### src/sv/msg_pkg.sv
package msg_pkg;

  localparam int LEN_W = 7;
  localparam int DEN_W = 18;
  localparam int CW = 34;
  localparam int MB_W = 34;
  localparam int PROD_W = 66;
  localparam int DIV_STEPS = 32;
  localparam int SQRT_STEPS = 16;
  localparam int CORDIC_STEPS = 16;

  localparam logic [2:0] MODE_BOX  = 3'd0;
  localparam logic [2:0] MODE_TRI  = 3'd1;
  localparam logic [2:0] MODE_SEMI = 3'd2;
  localparam logic [2:0] MODE_TRAP = 3'd3;
  localparam logic [2:0] MODE_RISE = 3'd4;
  localparam logic [2:0] MODE_FALL = 3'd5;
  localparam logic [2:0] MODE_SINE = 3'd6;
  localparam logic [2:0] MODE_COS  = 3'd7;

  localparam logic signed [CW-1:0] Q30_ONE = 34'sd1073741824;
  localparam logic signed [31:0] HALF_PI_Q30 = 32'sd1686629712;
  localparam logic signed [CW-1:0] CORDIC_K = 34'sd652032874;

  typedef enum logic [2:0] {
    K_ZERO  = 3'd0,
    K_CONST = 3'd1,
    K_LIN   = 3'd2,
    K_SEMI  = 3'd3,
    K_TRIG  = 3'd4
  } kind_t;

  typedef enum logic [1:0] {
    MS_LIN  = 2'd0,
    MS_SEMI = 2'd1,
    MS_ANG  = 2'd2,
    MS_TRIG = 2'd3
  } mul_sel_t;

  typedef struct packed {
    logic     load_in;
    logic     setup;
    logic     res_zero;
    logic     res_const;
    logic     mul_en;
    mul_sel_t mul_sel;
    logic     sqrt_init;
    logic     sqrt_step;
    logic     div_init;
    logic     ang;
    logic     div_step;
    logic     div_fin;
    logic     cordic_unit;
    logic     cordic_step;
    logic [3:0] iter;
    logic     res_trig;
    logic     emit;
  } msg_cmd_t;

  typedef struct packed {
    kind_t kind;
    logic  none;
    logic  last;
    logic  tr_zero;
    logic  out_free;
  } msg_stat_t;

  function automatic logic [31:0] atan_q30(input logic [3:0] idx);
    logic [31:0] v;
    case (idx)
      4'd0:    v = 32'h3243F6A8;
      4'd1:    v = 32'h1DAC6705;
      4'd2:    v = 32'h0FADBAFC;
      4'd3:    v = 32'h07F56EA6;
      4'd4:    v = 32'h03FEAB76;
      4'd5:    v = 32'h01FFD55B;
      4'd6:    v = 32'h00FFFAAA;
      4'd7:    v = 32'h007FFF55;
      4'd8:    v = 32'h003FFFEA;
      4'd9:    v = 32'h001FFFFD;
      4'd10:   v = 32'h000FFFFF;
      4'd11:   v = 32'h0007FFFF;
      4'd12:   v = 32'h0003FFFF;
      4'd13:   v = 32'h0001FFFF;
      4'd14:   v = 32'h0000FFFF;
      default: v = 32'h00007FFF;
    endcase
    return v;
  endfunction

  // Applies the sign to a magnitude and clamps to the signed 32-bit range.
  function automatic logic [31:0] sat_signed(input logic neg, input logic ovf,
                                             input logic [31:0] q);
    logic [31:0] v;
    if (!neg) begin
      v = (ovf || q[31]) ? 32'h7FFF_FFFF : q;
    end else begin
      v = (ovf || q > 32'h8000_0000) ? 32'h8000_0000 : (~q + 32'd1);
    end
    return v;
  endfunction

endpackage

### src/sv/msg_ctrl.sv
module msg_ctrl (
  input  logic                clk,
  input  logic                rst_n,
  input  logic                in_valid,
  output logic                in_ready,
  input  msg_pkg::msg_stat_t  stat,
  output msg_pkg::msg_cmd_t   cmd
);
  import msg_pkg::*;

  typedef enum logic [11:0] {
    S_IDLE   = 12'b0000_0000_0001,
    S_SETUP  = 12'b0000_0000_0010,
    S_SAMPLE = 12'b0000_0000_0100,
    S_SQRT   = 12'b0000_0000_1000,
    S_MUL    = 12'b0000_0001_0000,
    S_DINIT  = 12'b0000_0010_0000,
    S_DIV    = 12'b0000_0100_0000,
    S_DFIN   = 12'b0000_1000_0000,
    S_CORDIC = 12'b0001_0000_0000,
    S_TMUL   = 12'b0010_0000_0000,
    S_TFIN   = 12'b0100_0000_0000,
    S_EMIT   = 12'b1000_0000_0000
  } state_t;

  state_t     state_r, state_nxt;
  logic [4:0] iter_r, iter_nxt;
  logic       ang_r, ang_nxt;

  assign in_ready = (state_r == S_IDLE);

  always_comb begin
    state_nxt = state_r;
    iter_nxt  = iter_r;
    ang_nxt   = ang_r;
    cmd       = '0;
    cmd.ang   = ang_r;
    cmd.iter  = iter_r[3:0];
    unique case (state_r)
      S_IDLE: begin
        if (in_valid) begin
          cmd.load_in = 1'b1;
          state_nxt   = S_SETUP;
        end
      end
      S_SETUP: begin
        cmd.setup = 1'b1;
        state_nxt = S_SAMPLE;
      end
      S_SAMPLE: begin
        iter_nxt = '0;
        if (stat.none) begin
          state_nxt = S_IDLE;
        end else begin
          case (stat.kind)
            K_CONST: begin
              cmd.res_const = 1'b1;
              state_nxt     = S_EMIT;
            end
            K_LIN: begin
              cmd.mul_en  = 1'b1;
              cmd.mul_sel = MS_LIN;
              ang_nxt     = 1'b0;
              state_nxt   = S_DINIT;
            end
            K_SEMI: begin
              cmd.sqrt_init = 1'b1;
              ang_nxt       = 1'b0;
              state_nxt     = S_SQRT;
            end
            K_TRIG: begin
              if (stat.tr_zero) begin
                // The angle sits on a quadrant boundary: no rotation needed.
                cmd.cordic_unit = 1'b1;
                state_nxt       = S_TMUL;
              end else begin
                cmd.mul_en  = 1'b1;
                cmd.mul_sel = MS_ANG;
                ang_nxt     = 1'b1;
                state_nxt   = S_DINIT;
              end
            end
            default: begin
              cmd.res_zero = 1'b1;
              state_nxt    = S_EMIT;
            end
          endcase
        end
      end
      S_SQRT: begin
        cmd.sqrt_step = 1'b1;
        iter_nxt      = iter_r + 5'd1;
        if (iter_r == 5'(SQRT_STEPS - 1)) begin
          state_nxt = S_MUL;
        end
      end
      S_MUL: begin
        cmd.mul_en  = 1'b1;
        cmd.mul_sel = MS_SEMI;
        state_nxt   = S_DINIT;
      end
      S_DINIT: begin
        cmd.div_init = 1'b1;
        iter_nxt     = '0;
        state_nxt    = S_DIV;
      end
      S_DIV: begin
        cmd.div_step = 1'b1;
        iter_nxt     = iter_r + 5'd1;
        if (iter_r == 5'(DIV_STEPS - 1)) begin
          state_nxt = S_DFIN;
        end
      end
      S_DFIN: begin
        cmd.div_fin = 1'b1;
        iter_nxt    = '0;
        state_nxt   = ang_r ? S_CORDIC : S_EMIT;
      end
      S_CORDIC: begin
        cmd.cordic_step = 1'b1;
        iter_nxt        = iter_r + 5'd1;
        if (iter_r == 5'(CORDIC_STEPS - 1)) begin
          state_nxt = S_TMUL;
        end
      end
      S_TMUL: begin
        cmd.mul_en  = 1'b1;
        cmd.mul_sel = MS_TRIG;
        state_nxt   = S_TFIN;
      end
      S_TFIN: begin
        cmd.res_trig = 1'b1;
        state_nxt    = S_EMIT;
      end
      S_EMIT: begin
        if (stat.out_free) begin
          cmd.emit  = 1'b1;
          state_nxt = stat.last ? S_IDLE : S_SAMPLE;
        end
      end
      default: begin
        state_nxt = S_IDLE;
      end
    endcase
  end

  always_ff @(posedge clk) begin
    if (!rst_n) begin
      state_r <= S_IDLE;
      iter_r  <= '0;
      ang_r   <= 1'b0;
    end else begin
      state_r <= state_nxt;
      iter_r  <= iter_nxt;
      ang_r   <= ang_nxt;
    end
  end

endmodule

### config.mk
export PLATFORM = sky130hd
export DESIGN_NAME = msg_ctrl
export DESIGN_NICKNAME = d
export VERILOG_FILES = /design/src/sv/msg_pkg.sv /design/src/sv/msg_ctrl.sv
export SDC_FILE = /design/constraint.sdc
export NUM_CORES = 1
export LEC_CHECK = 0
export ABC_AREA = 1
export ABC_CLOCK_PERIOD_IN_PS = 4200
export BUFFER_PORTS_ARGS = -buffer_cell sky130_fd_sc_hd__buf_2
export CAP_MARGIN = 15
export CELL_PAD_IN_SITES_DETAIL_PLACEMENT = 1
export CELL_PAD_IN_SITES_GLOBAL_PLACEMENT = 1
export CORE_UTILIZATION = 39
export DETAILED_ROUTE_END_ITERATION = 8
export PLACE_DENSITY = 0.91
export SLEW_MARGIN = 20
export SYNTH_ARGS = -nofsm -noshare
export SYNTH_HDL_FRONTEND = slang
export SYNTH_SLANG_ARGS = --single-unit
export TNS_END_PERCENT = 5
### constraint.sdc
create_clock -name clk -period 4.2 [get_ports clk]
set_clock_uncertainty 0.15 [all_clocks]
set_input_delay 0 -clock clk [delete_from_list [all_inputs] [get_ports clk]]
set_output_delay 0 -clock clk [all_outputs]
set_load 0.05 [all_outputs]
* Word-level counts from Yosys, hierarchy flattened
Cells that the tools add are included.
** Cells by class
- Equality and inequality tests :: 24
- Add/subtract/negate cells :: 1
- Reductions and logical operators :: 8
- Multiplexer cells :: 38
- Bitwise gates (word level) :: 1
** Operators by type and width (count)
- case mux 12 bit (12 select lines) :: 1
- two-way mux 12 bit :: 7
- case mux 12 bit (3 select lines) :: 1
- two-way mux 1 bit :: 20
- == test 12 x 1 -> 1 bit, second input constant :: 1
- == test 12 x 10 -> 1 bit, second input constant :: 1
- == test 12 x 11 -> 1 bit, second input constant :: 1
- == test 12 bit, second input constant :: 1
- == test 12 x 2 -> 1 bit, second input constant :: 1
- == test 12 x 3 -> 1 bit, second input constant :: 1
- == test 12 x 4 -> 1 bit, second input constant :: 1
- == test 12 x 5 -> 1 bit, second input constant :: 1
- == test 12 x 6 -> 1 bit, second input constant :: 1
- == test 12 x 7 -> 1 bit, second input constant :: 1
- == test 12 x 8 -> 1 bit, second input constant :: 1
- == test 12 x 9 -> 1 bit, second input constant :: 1
- inequality test 2 bit, second input constant :: 6
- two-way mux 10 bit :: 1
- case mux 5 bit (2 select lines) :: 1
- case mux 3 bit (3 select lines) :: 1
- == test 3 x 2 -> 1 bit, second input constant :: 2
- two-way mux 3 bit :: 2
- two-way mux 6 bit :: 1
- case mux 3 bit (2 select lines) :: 1
- other kinds (14) :: 16
** Word-level totals
- Bits in registers :: 18
- Bits of input ports :: 10
- Output and inout port bits :: 22
- Word-level logic and storage cells :: 75

* Logic depth before layout (Yosys ltp)
- Depth in word-level cells :: 5
- Depth in mapped cells :: 10
- Gate-level depth less buffers :: 10

* Worst setup path before layout
OpenSTA, ideal clock, no wires.
- Path type :: register to output
- From :: register state_r[4]
- To :: output port cmd[17] (netlist bit)
- Path buffers :: 0
- Data required time :: 4.050 ns
- Cell stages (with the launch flop) :: 8
- Arrival :: 2.390 ns
- Slack :: 1.660 ns
- Cells stage by stage :: dfxtp_1 > nor2_4 > nand2_4 > nor2_8 > nand2_4 > nor2_8 > inv_2 > nor4_1
** RTL lines
- from (decl) :: line msg_ctrl.sv:26 : state_t state_r, state_nxt;
- from (signal assigned) :: line msg_ctrl.sv:153 : state_r <= state_nxt;
- to (decl) :: line msg_ctrl.sv:7 : output msg_pkg::msg_cmd_t cmd

==> metrics.md <==
| Metric | Value |
|---|---|
| Setup bufs post-CTS | `0` |
| Mean Syn Cell Area | `6.181 um^2` |
| Num ports | `32` |
| Hold Path Class | `input pin to flop` |
| Syn Nets | `230` |
| CP Class | `input pin to output pin` |
| Buffers added on ports | `31` |
| Post-DR wirelength/cell | `13.16 um` |
| Global Route Usage Sum | `0.2418` |
| Syn Std Cell Area | `1341 um^2` |
| Largest cells by area after synthesis | `dfxtp_1 27%, nand2_1 14%, inv_1 11%, nor2_1 8.4%, nand3_1 6.7%` |
| CTS root buffer | `clkbuf_4` |
| Outcome | `finished, final reports clean` |
| Worst vdd ir | `133.6 uV` |
| Clock net sink count | `18` |
| Core box area | `3153 um^2` |
| Overall Power | `0.3570 mW` |
| Hold path endpoint | `state_r[5]$_SDFFE_PN0P_` |
| Die Span Y | `60.65 um` |
| Layout cells sized above 1 | `0.2275` |
| CTS Buffer Depth | `2` |
| Antenna violations before repair | `0` |
| Max Slew Vio Count | `0` |
| Peak Freq | `427.9 MHz` |
| Largest net degree at the start of global routing | `16` |
| Setup violators final | `0` |
| CTS resizes | `0` |
| Vias in the first global route | `1,465` |
| Die W | `60.65 um` |
| Final HPWL DP | `3.157 mm` |
| #FFs+latches synth | `18` |
| Yosys cell types | `27` |
| DR vias | `1,457` |
| Die area | `3678 um^2` |
| RSZ-0062 raised after global routing | `false` |
| Critical Path Start Type | `input pin` |
| Area Overhead vs Synth | `22.01%` |
| Minimum clock period | `2.337 ns` |
| DR iter-0 viols | `25` |
| Register-to-register setup slack | `1.92 ns` |
| Slew @ Worst Pin | `0.5410 ns` |
| Final worst path period share | `0.5564` |
| Crit end category | `output pin` |
| Hold Startpoint | `stat[1]` |
| CP arrival | `2.19 ns` |
| Max-Cap Viols | `0` |
| Cts bufs inserted | `3` |
| Antenna cells | `0` |
| CTS tree | `done` |
| Ys flop type | `dfxtp_1` |
| H-tree depth | `1` |
| FF-to-FF End | `state_r[0]$_SDFFE_PN1P_` |
| Global route overflow | `0` |
| Routed WL | `3.934 mm` |
| Drt pass-1 iters | `4` |
| Post-synth ARST share | `0` |
| Most frequent cells in the layout | `51 x nand2_1, 39 x inv_1, 31 x buf_2, 30 x nor2_1` |
| Hold Violations, Final | `0` |
| Worst-skew pair later-pin latency | `0.31 ns` |
| Sequential area share after synthesis | `0.2687` |
| First-pass GRT wire length | `6.492 mm` |
| YS warnings | `0` |
| Rows | `20` |
| Worst EP required | `4.05 ns` |
| Initial Utilization | `0.4254` |
| Critical path fanouts, max | `3` |
| Rel. slew slack | `0.6389` |
| Post-route antenna net violation count | `0` |
| Post-CTS Hold Buffers | `9` |
| Post-synth top area share | `0.2687` |
| Drt drc | `0` |
| Syn Inst Count | `217` |
| Yosys top cell by area | `dfxtp_1` |
| Leading cell type in the layout, fill and taps excluded | `nand2_1` |
| Hold-critical path depth | `4` |
| Setup TNS | `0 ns` |
| NumNets Final | `269` |
| Post-synth EDFFs | `0` |
| GPL Wtd Cong | `0.8534` |
| Worst-path clk slew | `0.11 ns` |
| Vias per inst | `4.873` |
| Worst reg-to-reg path cell count | `11` |
| P per Cell Area | `218.2 nW/um^2` |
| Leakage | `0.8909 nW` |
| FF-to-FF Start | `iter_r[0]$_SDFFE_PN0P_` |
-- Yosys cell counts, types with 2 or more instances --
master,number
a21oi_1,11
and2_1,2
buf_4,5
dfxtp_1,18
ha_1,3
inv_1,39
inv_2,2
nand2_1,51
nand2_2,6
nand2_4,2
nand3_1,18
nor2_1,30
nor2_2,5
nor2_4,2
nor2_8,2
nor3_1,4
o21ai_0,6
o21ai_1,2
-- cell type report --
type                            count  area (um^2)
Fill cell                         462         1516
Multi-Input combinational cell    152        785.8
Inverter                           41        153.9
Tap cell                           44        55.05
Clock buffer                        4        36.28
Timing Repair Buffer               40        245.2
Sequential cell                    18        360.3
-- metrics by stage --
| step | hold slack [ns] | setup WS (ns) | area, um^2 | util | std cells |
|---|---|---|---|---|---|
| after global routing | 0.06052 | 1.697 | 1637 | 0.5190 | 299 |
| final | 0.02425 | 1.863 | 1637 | 0.5190 | 299 |
| after detailed placement | 0.09178 | 2.437 | 1510 | 0.4790 | 286 |
| after floorplan | -0.06590 | 1.660 | 1341 | - | 217 |
| after global placement | 0.08643 | 2.496 | 1510 | 0.4790 | 286 |
| after CTS | 0.02897 | 1.856 | 1637 | 0.5190 | 299 |
-- cells by family after synthesis --
kind of cell	count (synthesis)	synth area share
flops	18	0.2687
compound gates	22	0.08956
simple gates	126	0.4618
fa+ha+maj	3	0.02799
buf+inv	47	0.1455
xor+xnor	1	0.006531
-- flip-flops by register name (all words and copies together), names as in the netlist --
name     count
state_r     12
iter_r       5
ang_r        1
-- worst max-delay path by stage --
stage,start,end,slack (ns),cells past startpoint
after floorplan,state_r[4]$_SDFFE_PN0P_,cmd[17],1.66,7
after global placement,iter_r[0]$_SDFFE_PN0P_,state_r[9]$_SDFFE_PN0P_,2.50,10
after detailed placement,iter_r[0]$_SDFFE_PN0P_,state_r[9]$_SDFFE_PN0P_,2.44,10
after CTS,stat[5],cmd[16],1.86,9
after global routing,iter_r[0]$_SDFFE_PN0P_,state_r[0]$_SDFFE_PN1P_,1.70,11
final,stat[5],cmd[16],1.86,9
-- worst max-delay path, cell delays in order --
cell           delay [ns]
dlygate4sd3_1        0.53
buf_2                0.13
nor3_1               0.29
dlygate4sd3_1        0.60
inv_1                0.05
nor2_1               0.11
o21ai_0              0.13
nand3_1              0.09
buf_2                0.26
-- report_power, final --
group / internal (mW) / total [mW] / switching [mW]
Combinational: 0.0221 / 0.0689 / 0.0468
Sequential: 0.173 / 0.175 / 0.00184
Clock: 0.0531 / 0.113 / 0.0604
-- metal layers --
metal | up-vias | wire length [um] | track usage
li1 | 743 | - | -
met1 | 678 | 1752 | 0.2887
met2 | 29 | 2008 | 0.4474
met3 | 7 | 98 | 0.02132
met4 | 0 | 75 | 0.09091
met5 | - | 0 | 0
Power figures use the tool's default switching activity.
